--- src/rtl/pvs_row_rle_decoder_macros.svh ---
// assertion macros for the visibility row decoder
// used by the job queue and the result stage; no other dependencies
`ifndef PVS_ROW_RLE_DECODER_MACROS_SVH
`define PVS_ROW_RLE_DECODER_MACROS_SVH
`ifndef SYNTHESIS
// property must hold at every clock edge out of reset
`define PVS_ASSERT(lbl, clk, rst_n, prop) \
    lbl: assert property (@(posedge clk) disable iff (!rst_n) prop) \
        else $error("pvs assertion failed");
// condition must never be true out of reset
`define PVS_NEVER(lbl, clk, rst_n, cond) \
    lbl: assert property (@(posedge clk) disable iff (!rst_n) !(cond)) \
        else $error("pvs forbidden condition seen");
`else
`define PVS_ASSERT(lbl, clk, rst_n, prop)
`define PVS_NEVER(lbl, clk, rst_n, cond)
`endif
`endif

--- src/rtl/pvs_pkg.sv ---
// shared types and constants for the visibility row decoder
// no dependencies
package pvs_pkg;

    localparam int LEAF_W       = 14;
    localparam int BYTE_W       = 8;
    localparam int CFG_IDX_W    = 2;
    localparam int CFG_DATA_W   = 14;
    localparam int MAX_LEAVES_D = 8192;
    localparam int JOB_DEPTH    = 4;

    // configuration register indexes
    localparam logic [CFG_IDX_W-1:0] CFG_LEAF_COUNT     = 2'd0;
    localparam logic [CFG_IDX_W-1:0] CFG_VIS_LEAF_LIMIT = 2'd1;
    localparam logic [CFG_IDX_W-1:0] CFG_VIS_PRESENT    = 2'd2;

    // result kinds
    localparam logic KIND_LEAF  = 1'b0;
    localparam logic KIND_ERROR = 1'b1;

    // one classified byte handed from front to back
    typedef struct packed {
        logic [LEAF_W-1:0] base;
        logic [BYTE_W-1:0] mask;
        logic              err;
    } t_job;

endpackage

--- src/rtl/pvs_row_rle_decoder.sv ---
// visibility row decoder: byte in, one result per visible leaf or an end-of-data error out
// path: a byte's job is written to the job queue, then loaded into the result walker,
// whose results leave through the output register; bytes are taken one per cycle while
// the queue has room; up to 8 results per byte leave one per cycle unless stalled
// reset: synchronous active low; counter 1, row idle, registers 0, queue empty
module pvs_row_rle_decoder
    import pvs_pkg::*;
#(
    parameter int MAX_LEAVES = MAX_LEAVES_D
) (
    input  logic                  i_clk,
    input  logic                  i_rst_n,
    input  logic                  i_cfg_we,
    input  logic [CFG_IDX_W-1:0]  i_cfg_index,
    input  logic [CFG_DATA_W-1:0] i_cfg_data,
    input  logic                  i_in_valid,
    output logic                  o_in_stall,
    input  logic [BYTE_W-1:0]     i_vis_byte,
    input  logic                  i_row_start,
    input  logic                  i_end_of_data,
    output logic                  o_out_valid,
    input  logic                  i_out_stall,
    output logic [LEAF_W-1:0]     o_leaf_index,
    output logic                  o_result_kind,
    output logic                  o_last_of_byte
);

    logic accept;
    logic push;
    t_job push_job;
    logic fifo_full;
    logic fifo_vld;
    t_job pop_job;
    logic pop;

    // input transfer
    assign o_in_stall = fifo_full;
    assign accept     = i_in_valid && !fifo_full;

    pvs_front #(
        .MAX_LEAVES (MAX_LEAVES)
    ) u_front (
        .i_clk         (i_clk),
        .i_rst_n       (i_rst_n),
        .i_cfg_we      (i_cfg_we),
        .i_cfg_index   (i_cfg_index),
        .i_cfg_data    (i_cfg_data),
        .i_accept      (accept),
        .i_vis_byte    (i_vis_byte),
        .i_row_start   (i_row_start),
        .i_end_of_data (i_end_of_data),
        .o_push        (push),
        .o_job         (push_job)
    );

    pvs_job_fifo u_fifo (
        .i_clk   (i_clk),
        .i_rst_n (i_rst_n),
        .i_push  (push),
        .i_job   (push_job),
        .i_pop   (pop),
        .o_full  (fifo_full),
        .o_valid (fifo_vld),
        .o_job   (pop_job)
    );

    pvs_back u_back (
        .i_clk          (i_clk),
        .i_rst_n        (i_rst_n),
        .i_job_valid    (fifo_vld),
        .i_job          (pop_job),
        .o_pop          (pop),
        .o_out_valid    (o_out_valid),
        .i_out_stall    (i_out_stall),
        .o_leaf_index   (o_leaf_index),
        .o_result_kind  (o_result_kind),
        .o_last_of_byte (o_last_of_byte)
    );

endmodule

--- src/rtl/pvs_front.sv ---
// front end: configuration registers, row state and byte classification
// depends on pvs_pkg
module pvs_front
    import pvs_pkg::*;
#(
    parameter int MAX_LEAVES = MAX_LEAVES_D
) (
    input  logic                  i_clk,
    input  logic                  i_rst_n,
    input  logic                  i_cfg_we,
    input  logic [CFG_IDX_W-1:0]  i_cfg_index,
    input  logic [CFG_DATA_W-1:0] i_cfg_data,
    input  logic                  i_accept,
    input  logic [BYTE_W-1:0]     i_vis_byte,
    input  logic                  i_row_start,
    input  logic                  i_end_of_data,
    output logic                  o_push,
    output t_job                  o_job
);

    logic [LEAF_W-1:0] r_leaf_count;
    logic [LEAF_W-1:0] r_vis_leaf_limit;
    logic              r_vis_present;
    logic [LEAF_W-1:0] r_next_leaf;
    logic              r_skip_pending;
    logic              r_row_active;

    logic [LEAF_W-1:0] n_next_leaf;
    logic              n_skip_pending;
    logic              n_row_active;

    logic [LEAF_W-1:0] eff_count;
    logic [LEAF_W-1:0] cur_leaf;
    logic              cur_skip;
    logic              cur_active;
    logic [LEAF_W:0]   sum_skip;
    logic [LEAF_W:0]   sum_byte;
    logic [LEAF_W-1:0] adv_skip;
    logic [LEAF_W-1:0] adv_byte;
    logic [BYTE_W-1:0] vis_mask;
    logic              job_vld;
    t_job              job;

    // effective leaf count, clipped to the build limit
    assign eff_count = (32'(r_leaf_count) >= MAX_LEAVES) ? LEAF_W'(MAX_LEAVES)
                                                         : r_leaf_count;

    // a row start restarts the counter before the byte is looked at
    assign cur_leaf   = i_row_start ? LEAF_W'(1) : r_next_leaf;
    assign cur_skip   = i_row_start ? 1'b0 : r_skip_pending;
    assign cur_active = i_row_start | r_row_active;

    // saturating counter advances
    assign sum_skip = {1'b0, cur_leaf} + {4'b0, i_vis_byte, 3'b000};
    assign sum_byte = {1'b0, cur_leaf} + (LEAF_W+1)'(8);
    assign adv_skip = sum_skip[LEAF_W] ? '1 : sum_skip[LEAF_W-1:0];
    assign adv_byte = sum_byte[LEAF_W] ? '1 : sum_byte[LEAF_W-1:0];

    // per-bit visibility tests, each bit independent
    always_comb begin
        logic [LEAF_W:0] lf;
        for (int b = 0; b < BYTE_W; b++) begin
            lf = {1'b0, cur_leaf} + (LEAF_W+1)'(b);
            vis_mask[b] = i_vis_byte[b] && (lf < {1'b0, eff_count})
                          && (lf <= {1'b0, r_vis_leaf_limit});
        end
    end

    // row state update and job build
    always_comb begin
        n_next_leaf    = r_next_leaf;
        n_skip_pending = r_skip_pending;
        n_row_active   = r_row_active;
        job_vld        = 1'b0;
        job.base       = cur_leaf;
        job.mask       = vis_mask;
        job.err        = 1'b0;
        if (!r_vis_present) begin
            n_row_active = 1'b0;
        end else begin
            n_next_leaf    = cur_leaf;
            n_skip_pending = cur_skip;
            n_row_active   = cur_active;
            if (cur_active) begin
                if (cur_leaf >= eff_count) begin
                    n_row_active = 1'b0;
                end else begin
                    if (cur_skip) begin
                        n_skip_pending = 1'b0;
                        n_next_leaf    = adv_skip;
                    end else if (i_vis_byte == '0) begin
                        if (i_end_of_data) begin
                            job_vld  = 1'b1;
                            job.base = '0;
                            job.mask = BYTE_W'(1);
                            job.err  = 1'b1;
                        end else begin
                            n_skip_pending = 1'b1;
                        end
                    end else begin
                        job_vld     = |vis_mask;
                        n_next_leaf = adv_byte;
                    end
                    if (i_end_of_data || (n_next_leaf >= eff_count)) begin
                        n_row_active   = 1'b0;
                        n_skip_pending = 1'b0;
                    end
                end
            end
        end
    end

    // configuration writes
    always_ff @(posedge i_clk) begin
        if (!i_rst_n) begin
            r_leaf_count     <= '0;
            r_vis_leaf_limit <= '0;
            r_vis_present    <= 1'b0;
        end else if (i_cfg_we) begin
            unique case (i_cfg_index)
                CFG_LEAF_COUNT:     r_leaf_count     <= i_cfg_data[LEAF_W-1:0];
                CFG_VIS_LEAF_LIMIT: r_vis_leaf_limit <= i_cfg_data[LEAF_W-1:0];
                CFG_VIS_PRESENT:    r_vis_present    <= i_cfg_data[0];
                default: ;
            endcase
        end
    end

    // row state registers
    always_ff @(posedge i_clk) begin
        if (!i_rst_n) begin
            r_next_leaf    <= LEAF_W'(1);
            r_skip_pending <= 1'b0;
            r_row_active   <= 1'b0;
        end else if (i_accept) begin
            r_next_leaf    <= n_next_leaf;
            r_skip_pending <= n_skip_pending;
            r_row_active   <= n_row_active;
        end
    end

    assign o_push = i_accept & job_vld;
    assign o_job  = job;

endmodule

--- src/rtl/pvs_job_fifo.sv ---
// short job queue between classification and result generation
// depends on pvs_pkg and the assertion macro header
`include "pvs_row_rle_decoder_macros.svh"
module pvs_job_fifo
    import pvs_pkg::*;
(
    input  logic i_clk,
    input  logic i_rst_n,
    input  logic i_push,
    input  t_job i_job,
    input  logic i_pop,
    output logic o_full,
    output logic o_valid,
    output t_job o_job
);

    localparam int PTR_W = $clog2(JOB_DEPTH);
    localparam int CNT_W = $clog2(JOB_DEPTH + 1);

    t_job             r_mem [JOB_DEPTH];
    logic [PTR_W-1:0] r_wr_ptr;
    logic [PTR_W-1:0] r_rd_ptr;
    logic [CNT_W-1:0] r_count;

    // storage write
    always_ff @(posedge i_clk) begin
        if (i_push) begin
            r_mem[r_wr_ptr] <= i_job;
        end
    end

    // pointers and fill level
    always_ff @(posedge i_clk) begin
        if (!i_rst_n) begin
            r_wr_ptr <= '0;
            r_rd_ptr <= '0;
            r_count  <= '0;
        end else begin
            if (i_push) begin
                r_wr_ptr <= (32'(r_wr_ptr) == JOB_DEPTH - 1) ? '0 : r_wr_ptr + 1'b1;
            end
            if (i_pop) begin
                r_rd_ptr <= (32'(r_rd_ptr) == JOB_DEPTH - 1) ? '0 : r_rd_ptr + 1'b1;
            end
            case ({i_push, i_pop})
                2'b10:   r_count <= r_count + 1'b1;
                2'b01:   r_count <= r_count - 1'b1;
                default: r_count <= r_count;
            endcase
        end
    end

    assign o_full  = (32'(r_count) == JOB_DEPTH);
    assign o_valid = (r_count != '0);
    assign o_job   = r_mem[r_rd_ptr];

    `PVS_NEVER(a_no_push_full, i_clk, i_rst_n, i_push && o_full && !i_pop)
    `PVS_NEVER(a_no_pop_empty, i_clk, i_rst_n, i_pop && !o_valid)

endmodule

--- src/rtl/pvs_back.sv ---
// back end: walks a job's mask and issues one result per cycle unless the output is stalled
// depends on pvs_pkg and the assertion macro header
`include "pvs_row_rle_decoder_macros.svh"
module pvs_back
    import pvs_pkg::*;
(
    input  logic              i_clk,
    input  logic              i_rst_n,
    input  logic              i_job_valid,
    input  t_job              i_job,
    output logic              o_pop,
    output logic              o_out_valid,
    input  logic              i_out_stall,
    output logic [LEAF_W-1:0] o_leaf_index,
    output logic              o_result_kind,
    output logic              o_last_of_byte
);

    localparam int IDX_W = $clog2(BYTE_W);

    logic              r_act;
    logic [LEAF_W-1:0] r_base;
    logic [BYTE_W-1:0] r_mask;
    logic              r_err;
    logic              r_out_vld;
    logic [LEAF_W-1:0] r_out_leaf;
    logic              r_out_kind;
    logic              r_out_last;

    logic              slot_free;
    logic              emit;
    logic [IDX_W-1:0]  bit_idx;
    logic [BYTE_W-1:0] rest;
    logic              last;

    // lowest set bit of the remaining mask
    always_comb begin
        bit_idx = '0;
        for (int b = BYTE_W - 1; b >= 0; b--) begin
            if (r_mask[b]) begin
                bit_idx = IDX_W'(b);
            end
        end
    end

    assign rest      = r_mask & (r_mask - 1'b1);
    assign last      = (rest == '0);
    assign slot_free = !r_out_vld || !i_out_stall;
    assign emit      = slot_free && r_act;
    assign o_pop     = i_job_valid && (!r_act || (emit && last));

    // job walk
    always_ff @(posedge i_clk) begin
        if (!i_rst_n) begin
            r_act <= 1'b0;
        end else if (o_pop) begin
            r_act <= 1'b1;
        end else if (emit) begin
            r_act <= !last;
        end
    end

    always_ff @(posedge i_clk) begin
        if (o_pop) begin
            r_base <= i_job.base;
            r_mask <= i_job.mask;
            r_err  <= i_job.err;
        end else if (emit) begin
            r_mask <= rest;
        end
    end

    // output register
    always_ff @(posedge i_clk) begin
        if (!i_rst_n) begin
            r_out_vld <= 1'b0;
        end else if (slot_free) begin
            r_out_vld <= emit;
        end
    end

    always_ff @(posedge i_clk) begin
        if (emit) begin
            r_out_leaf <= r_err ? '0 : r_base + LEAF_W'(bit_idx);
            r_out_kind <= r_err ? KIND_ERROR : KIND_LEAF;
            r_out_last <= last;
        end
    end

    assign o_out_valid    = r_out_vld;
    assign o_leaf_index   = r_out_leaf;
    assign o_result_kind  = r_out_kind;
    assign o_last_of_byte = r_out_last;

    `PVS_ASSERT(a_active_has_bits, i_clk, i_rst_n, r_act |-> (r_mask != '0))
    `PVS_ASSERT(a_error_shape, i_clk, i_rst_n, (r_out_vld && r_out_kind == KIND_ERROR) |-> (r_out_last && r_out_leaf == '0))

endmodule
--- config.mk ---
export PLATFORM = sky130hd
export DESIGN_NAME = pvs_row_rle_decoder
export DESIGN_NICKNAME = d
export VERILOG_FILES = /design/src/rtl/pvs_pkg.sv /design/src/rtl/pvs_row_rle_decoder.sv /design/src/rtl/pvs_front.sv /design/src/rtl/pvs_job_fifo.sv /design/src/rtl/pvs_back.sv
export VERILOG_INCLUDE_DIRS = /design/src /design/src/rtl
export SDC_FILE = /design/constraint.sdc
export NUM_CORES = 1
export LEC_CHECK = 0
export ABC_AREA = 1
export BUFFER_PORTS_ARGS = -buffer_cell sky130_fd_sc_hd__buf_2
export CAP_MARGIN = 30
export CORE_ASPECT_RATIO = 0.7
export CORE_UTILIZATION = 47
export DETAILED_ROUTE_END_ITERATION = 12
export PLACE_DENSITY = 0.65
export SKIP_LAST_GASP = 1
export SYNTH_ARGS = -nofsm -noshare
export SYNTH_HDL_FRONTEND = slang
export SYNTH_HIERARCHICAL = 1
export SYNTH_SLANG_ARGS = --single-unit
--- constraint.sdc ---
create_clock -name i_clk -period 5.5 [get_ports i_clk]
set_clock_uncertainty 0.2 [all_clocks]
set_input_delay 1.1 -clock i_clk [delete_from_list [all_inputs] [get_ports i_clk]]
set_output_delay 1.1 -clock i_clk [all_outputs]
set_load 0.1 [all_outputs]
==> results of run 1 <==
-- layout make-up --
cell class,count,share of cell area [%]
Timing Repair Buffer,304,11.8
Inverter,251,5.12
Clock buffer,18,2.28
Multi-Input combinational cell,1517,50.3
Sequential cell,187,26.9
Clock inverter,14,0.679
Tap cell,427,2.84
-- worst max-delay path: stages --
cell and delay [ps]:
buf_2 170, inv_8 120, buf_4 130, nand3_1 160, nor2_4 220, nand2_1 100, nor2_1 170, nand2_1 100
xor2_1 150, buf_4 170, nand2_1 50, o21ai_0 170, ha_1 360, nand4_1 170, nor3_1 220, nand2_1 80
nand4_1 120, nand3_1 110, nor2_1 150, nand3_2 180, nand2_1 110, inv_1 50, inv_1 70, ha_1 180
fa_1 410, o21ai_0 180, nor2_1 50
-- worst paths after layout --
path	to	from	depth (start not counted)
max	u_fifo/r_count[1]$_SDFFE_PN0P_	i_row_start	27
max reg2reg	u_fifo/r_count[2]$_SDFFE_PN0P_	u_front/r_next_leaf[2]$_SDFFE_PN0P_	28
min	u_front/r_leaf_count[2]$_SDFFE_PN0P_	u_front/r_leaf_count[2]$_SDFFE_PN0P_	2
min reg2reg	u_front/r_leaf_count[2]$_SDFFE_PN0P_	u_front/r_leaf_count[2]$_SDFFE_PN0P_	2
-- cell usage after synthesis, drive strengths merged --
| library cell | n |
|---|---|
| a211oi | 6 |
| a21boi | 1 |
| a21o | 8 |
| a21oi | 144 |
| a221oi | 1 |
| a22o | 1 |
| a32o | 2 |
| and3 | 1 |
| buf | 19 |
| clkbuf | 20 |
| clkinv | 1 |
| dfxtp | 56 |
| dlymetal6s2s | 1 |
| edfxtp | 131 |
| fa | 3 |
| ha | 214 |
| inv | 250 |
| nand2 | 424 |
| nand3 | 99 |
| nand3b | 8 |
| nand4 | 41 |
| nor2 | 256 |
| nor3 | 25 |
| nor3b | 1 |
| nor4 | 5 |
| o2111ai | 2 |
| o211ai | 14 |
| o21a | 4 |
| o21ai | 149 |
| o21bai | 14 |
| o221ai | 1 |
| o22ai | 24 |
| or2 | 2 |
| or3 | 1 |
| xnor2 | 5 |
| xor2 | 61 |
-- registers in the layout, summed over array words and instances (netlist names), named ones only --
register	count
u_fifo/r_mem	92
u_back/o_leaf_index	14
u_back/r_base	14
u_front/r_leaf_count	14
u_front/r_next_leaf	14
u_front/r_vis_leaf_limit	14
u_back/r_mask	8
u_fifo/r_count	3
u_fifo/r_rd_ptr	2
u_fifo/r_wr_ptr	2
u_back/o_last_of_byte	1
u_back/o_out_valid	1
u_back/o_result_kind	1
u_back/r_act	1
u_back/r_err	1
u_front/r_row_active	1
u_front/r_skip_pending	1
u_front/r_vis_present	1
-- routing by layer --
layer	part of all wire [%]	vias up	global-route usage, %	routed length [um]
met5	0	-	0	0
met4	2.5	0	9.75	1460
met3	11	83	8.37	6250
met2	40	731	47.6	22900
met1	47	7221	52.5	27200
li1	-	7335	-	-
-- power by group through the flow --
stage | Sequential, W | Combinational, W | Clock, W
finish | 0.00193 | 0.00207 | 0.00118
global route | 0.00195 | 0.00226 | 0.00126
CTS | 0.00193 | 0.00205 | 0.00121
detailed placement | 0.00196 | 0.00204 | 0
global placement | 0.00195 | 0.00198 | 0
floorplan | 0.00227 | 0.00119 | 0
-- cell families after synthesis --
group | after synthesis | share of synthesized area [%]
AO/OA/AOI/OAI | 371 | 14.1
XOR/XNOR | 66 | 3.67
adder cells (fa/ha/maj) | 217 | 17.4
buffers and inverters | 291 | 8.04
flip-flops | 187 | 32.1
AND/OR/NAND/NOR | 863 | 24.7
-- per-stage QoR --
stage / setup slack (ps) / total power, W / hold slack, ps / instances / TNS [ps]
floorplan: 178 / 0.00346 / 230 / 1995 / 0
global placement: -176 / 0.00393 / 245 / 2685 / -257
detailed placement: -167 / 0.00400 / 248 / 2686 / -235
CTS: 299 / 0.00518 / 259 / 2718 / 0
global route: 0.126 / 0.00547 / 298 / 2718 / 0
finish: 369 / 0.00518 / 259 / 2718 / 0
==> impl_results.md, run 1 <==
* Register area at 0.00506 mm2
* Sequential group share of total power at 37.2%
* Worst Hold Class: register to register
* Clock root buffer: clkbuf_16
* Worst setup SP type: primary input
* Post-CTS Hold Fix Bufs at 0
* Avg Synthesized Cell Area at 7.89 um2
* Antenna cells at 0
* CTS tree: built
* Most common cell after layout, fill and taps aside: nand2_1
* Die width at 221 um
* Max-Slew Margin vs Limit at 49.7%
* Floorplan core area at 0.0326 mm2
* Post-Syn Area at 0.0157 mm2
* Drt pass-1 iters at 8
* WP data required at 5640 ps
* Unrepaired setup endpoints after global routing: false
* Layout net count at 2526
* Hpwl dp at 46.7 mm
* Finished Core Util at 57.6%
* First-pass GRT wire length at 86.6 mm
* NetSw at 0.00220 W
* Multi-input gate area at 0.00945 mm2
* Post-CTS setup buffer count at 0
* P_int at 0.00298 W
* Effective utilization at floorplan at 48.2%
* Final Hold Viols at 0
* Post-synth top area share at 25.0%
* Layout area overhead at 19.4%
* Worst Max-Slew Pin Slew at 754 ps
* Clock share of power at 22.9%
* Synthesized flop and latch total at 187
* Num ports at 49
* Critical setup path kind: primary input to register
* Initial drt markers at 1757
* Fin area at 0.0188 mm2
* Vias in the first global route at 14500
* Placed cell areas at 0.0182 mm2
* Post-Route WL at 57.8 mm
* Final Cycle Share at 93.3%
* Run status: complete, no violations
* Minimum clock period at 5130 ps
* Die Ht at 155 um
* IO Port Bufs at 48
* Switching Fraction at 42.5%
* Antenna viol nets, final at 0
* Synth cell types at 58
* Worst Path Max Fanout at 10
* CTS buffer count at 17
* Largest cells by area after synthesis: edfxtp_1 (25%), ha_1 (17%), nand2_1 (9.7%)
* Gpl congestion at 1.04
* Synth Warn # at 6
* Layout fillers at 3056
* Leading area contributor after synthesis: edfxtp_1
* Total grt overflow at 0
* Worst skew pair latency at 450 ps
* Post-Synthesis Cells at 1995
* Max-cap violation count at 0
* Clock Sinks at 187
* Via density at 5.65
* Share of cells above drive strength 1 at 20.9%
* GRT Total Usage at 34.5%
* H-tree levels at 4
* Power Dens Cells at 276 mW/mm2
* Die ar. at 0.0342 mm2
* Sequential fraction of the synthesis area at 32.1%
* Most frequent cells in the layout: nand2_1 (406), buf_4 (250), inv_1 (227), ha_1 (214), nor2_1 (206)
* Combinational share of power at 39.9%
* Achievable Freq at 0.195 GHz
* Synth Net Count at 2243
* R2r setup slk at 660 ps
* Leak Pwr at 9.18 nW
* DRC Markers at 0
* Arr. time, crit path at 5270 ps
* Initial antenna violation count at 0
* Max Buffers Root-to-Sink at 2
* Setup crit end kind: register
* Cell row count at 55
* Post-CTS Resized at 0
* Vias at 15400
* Drt wl/cell at 21.3 um
* CTS clock-pin slew for the worst setup and hold paths at 70 ps
* Final setup vio count at 0
* Max-slew violations at 0
* Largest net degree at the start of global routing at 47
* Max VDD drop at 319 uV
(Power assumes the default switching activity.)
==> run 2, diff against run 1 <==
==> constraint.sdc (replaced) <==
create_clock -name i_clk -period 5.5 [get_ports i_clk]
set_clock_uncertainty 0.2 [all_clocks]
set_input_delay 0.275 -clock i_clk [delete_from_list [all_inputs] [get_ports i_clk]]
set_output_delay 0.275 -clock i_clk [all_outputs]
set_load 0.1 [all_outputs]
==> run 2 against run 1 <==
Against the previous run: first-iteration DRC count fell by 6.4%; cell area fell by 5.7%; routed wire length fell by 0.73%; die area did not move; via count fell by 4.3%; global-route usage fell by 0.33 points; setup slack got worse by 32 ps; non-clock buffer count fell by 148; clock power barely moved; flip-flop and latch count did not move; cell count fell by 5.4%; largest power group unchanged; highest routed layer unchanged.
==> impl_results.md, run 2 (same netlist as run 1, synthesis figures left out) <==
* Gpl congestion at 1.07
* GRT busiest layer: met1
* Most frequent cells in the layout: nand2_1 (406), inv_1 (227), ha_1 (214), nor2_1 (209), a21oi_1 (143)
* Setup tns final at 0 ps
* Die Ht at 155 um
* Floorplan core area at 0.0326 mm2
* H-tree levels at 4
* Max-Slew Margin vs Limit at 45.3%
* Critical setup path kind: register to register
* CTS clock-pin slew for the worst setup and hold paths at 80 ps
* Antenna cells at 0
* P_int at 0.00297 W
* Drt pass-1 iters at 9
* FF-to-FF Start: u_front/r_next_leaf[9]$_SDFFE_PN0P_
* Slowest stage cell on the critical path: nor2_1
* Slack of the critical path at 336 ps
* First-pass GRT wire length at 85.1 mm
* CTS buffer count at 17
* Worst Path Max Fanout at 5
* Die width at 221 um
* Drt wl/cell at 22.3 um
* Layout fillers at 3118
* CP startpoint: u_front/r_next_leaf[9]$_SDFFE_PN0P_
* Initial drt markers at 1644
* NetSw at 0.00220 W
* Setup crit end kind: register
* Combinational share of power at 39.5%
* Cell row count at 55
* Switching Fraction at 42.6%
* Final Hold Viols at 0
* Largest net degree at the start of global routing at 47
* Vias at 14700
* Final Instance Count excl. Fillers at 2570
* Initial antenna violation count at 0
* Share of cells above drive strength 1 at 14.3%
* Via density at 5.72
* Design Power at 0.00516 W
* Worst setup SP type: register
* Worst skew pair latency at 460 ps
* Layout net count at 2378
* Clock Sinks at 187
* Reg with most FFs: u_fifo/r_mem
* Top delay family on crit path: simple AND/OR/NAND/NOR gates
* Die ar. at 0.0342 mm2
* Min-delay src: i_cfg_index[1]
* Achievable Freq at 0.194 GHz
* Dpl cells at 2520
* Most common cell after layout, fill and taps aside: nand2_1
* Leak Pwr at 8.43 nW
* IO Port Bufs at 48
* Max-slew violations at 0
* Met2 Track Usage GR at 48.3%
* Max Buffers Root-to-Sink at 2
* Minimum clock period at 5160 ps
* Clock share of power at 23.4%
* Met1 GRT Util at 51.0%
* CTS tree: built
* Max VDD drop at 262 uV
* Sequential group share of total power at 37.1%
* Met3 Usage GRT at 8.47%
* Final Cycle Share at 93.9%
* Max-cap violation count at 0
* Post-CTS setup buffer count at 0
* Hpwl dp at 45.5 mm
* Effective utilization at floorplan at 48.2%
* Run status: complete, no violations
* Layout area overhead at 12.6%
* CP most frequent cell: nor2_1
* Pre-CTS setup slack at 200 ps
* WP data required at 5690 ps
* Power Dens Cells at 292 mW/mm2
* Final setup vio count at 0
* Total grt overflow at 0
* Unrepaired setup endpoints after global routing: false
* Clock root buffer: clkbuf_16
* Max incr delay on CP at 400 ps
* DRC Markers at 0
* Arr. time, crit path at 5350 ps
* Worst Max-Slew Pin Slew at 819 ps
* GRT Total Usage at 34.2%
* Post-Route WL at 57.4 mm
* Antenna viol nets, final at 0
* WP buf/inv at 5
* Max reg flops at 92
* Worst Hold Class: primary input to register
* Num ports at 49
* Vias in the first global route at 13800
-- run 2: layout make-up --
class	count	area, um2	area share, %
Clock inverter	13	130	0.735
Tap cell	427	534	3.02
Clock buffer	19	443	2.50
Sequential cell	187	5060	28.6
Multi-Input combinational cell	1517	9420	53.2
Timing Repair Buffer	156	1170	6.60
Inverter	251	962	5.43
-- run 2: repair_timing --
| item | 4_1_cts | 5_1_grt |
|---|---|---|
| hold buffers | 18 | 0 |
| endpoints found under the hold margin | 30 | 0 |
| resized for setup | 0 | 1 |
| endpoints found under the setup margin | 0 | 1 |
-- run 2: power by group through the flow --
stage / logic (W) / registers, W / clock network, W
floorplan: 0.00119 / 0.00227 / 0
global placement: 0.00197 / 0.00194 / 0
detailed placement: 0.00201 / 0.00194 / 0
CTS: 0.00203 / 0.00191 / 0.00124
global route: 0.00224 / 0.00194 / 0.00128
finish: 0.00204 / 0.00191 / 0.00121
-- run 2: worst paths after layout --
check / end / depth (start not counted) / slack [ps]
setup / recovery: u_fifo/r_count[2]$_SDFFE_PN0P_ / 27 / 340
hold / removal: u_front/r_vis_present$_SDFFE_PN0P_ / 4 / 70
setup reg to reg: u_fifo/r_count[2]$_SDFFE_PN0P_ / 27 / 340
hold reg to reg: u_front/r_next_leaf[11]$_SDFFE_PN0P_ / 2 / 270
-- run 2: through the flow --
| step | area [um2] | utilization [%] | hold slack [ps] |
|---|---|---|---|
| floorplan | 15700 | - | 196 |
| global placement | 17000 | 52.0 | 246 |
| detailed placement | 17000 | 52.0 | 261 |
| CTS | 17700 | 54.3 | 19.1 |
| global route | 17700 | 54.3 | 56.2 |
| finish | 17700 | 54.3 | 68.0 |
-- run 2: worst min-delay path: stages --
cell and delay [ps]:
buf_2 110, nand3_1 90, o21ai_0 80, a21oi_1 130
-- run 2: layer usage --
metal / wire, um / up-vias
li1: - / 7050
met1: 26700 / 6876
met2: 22800 / 700
met3: 6340 / 87
met4: 1530 / 0
met5: 0 / -
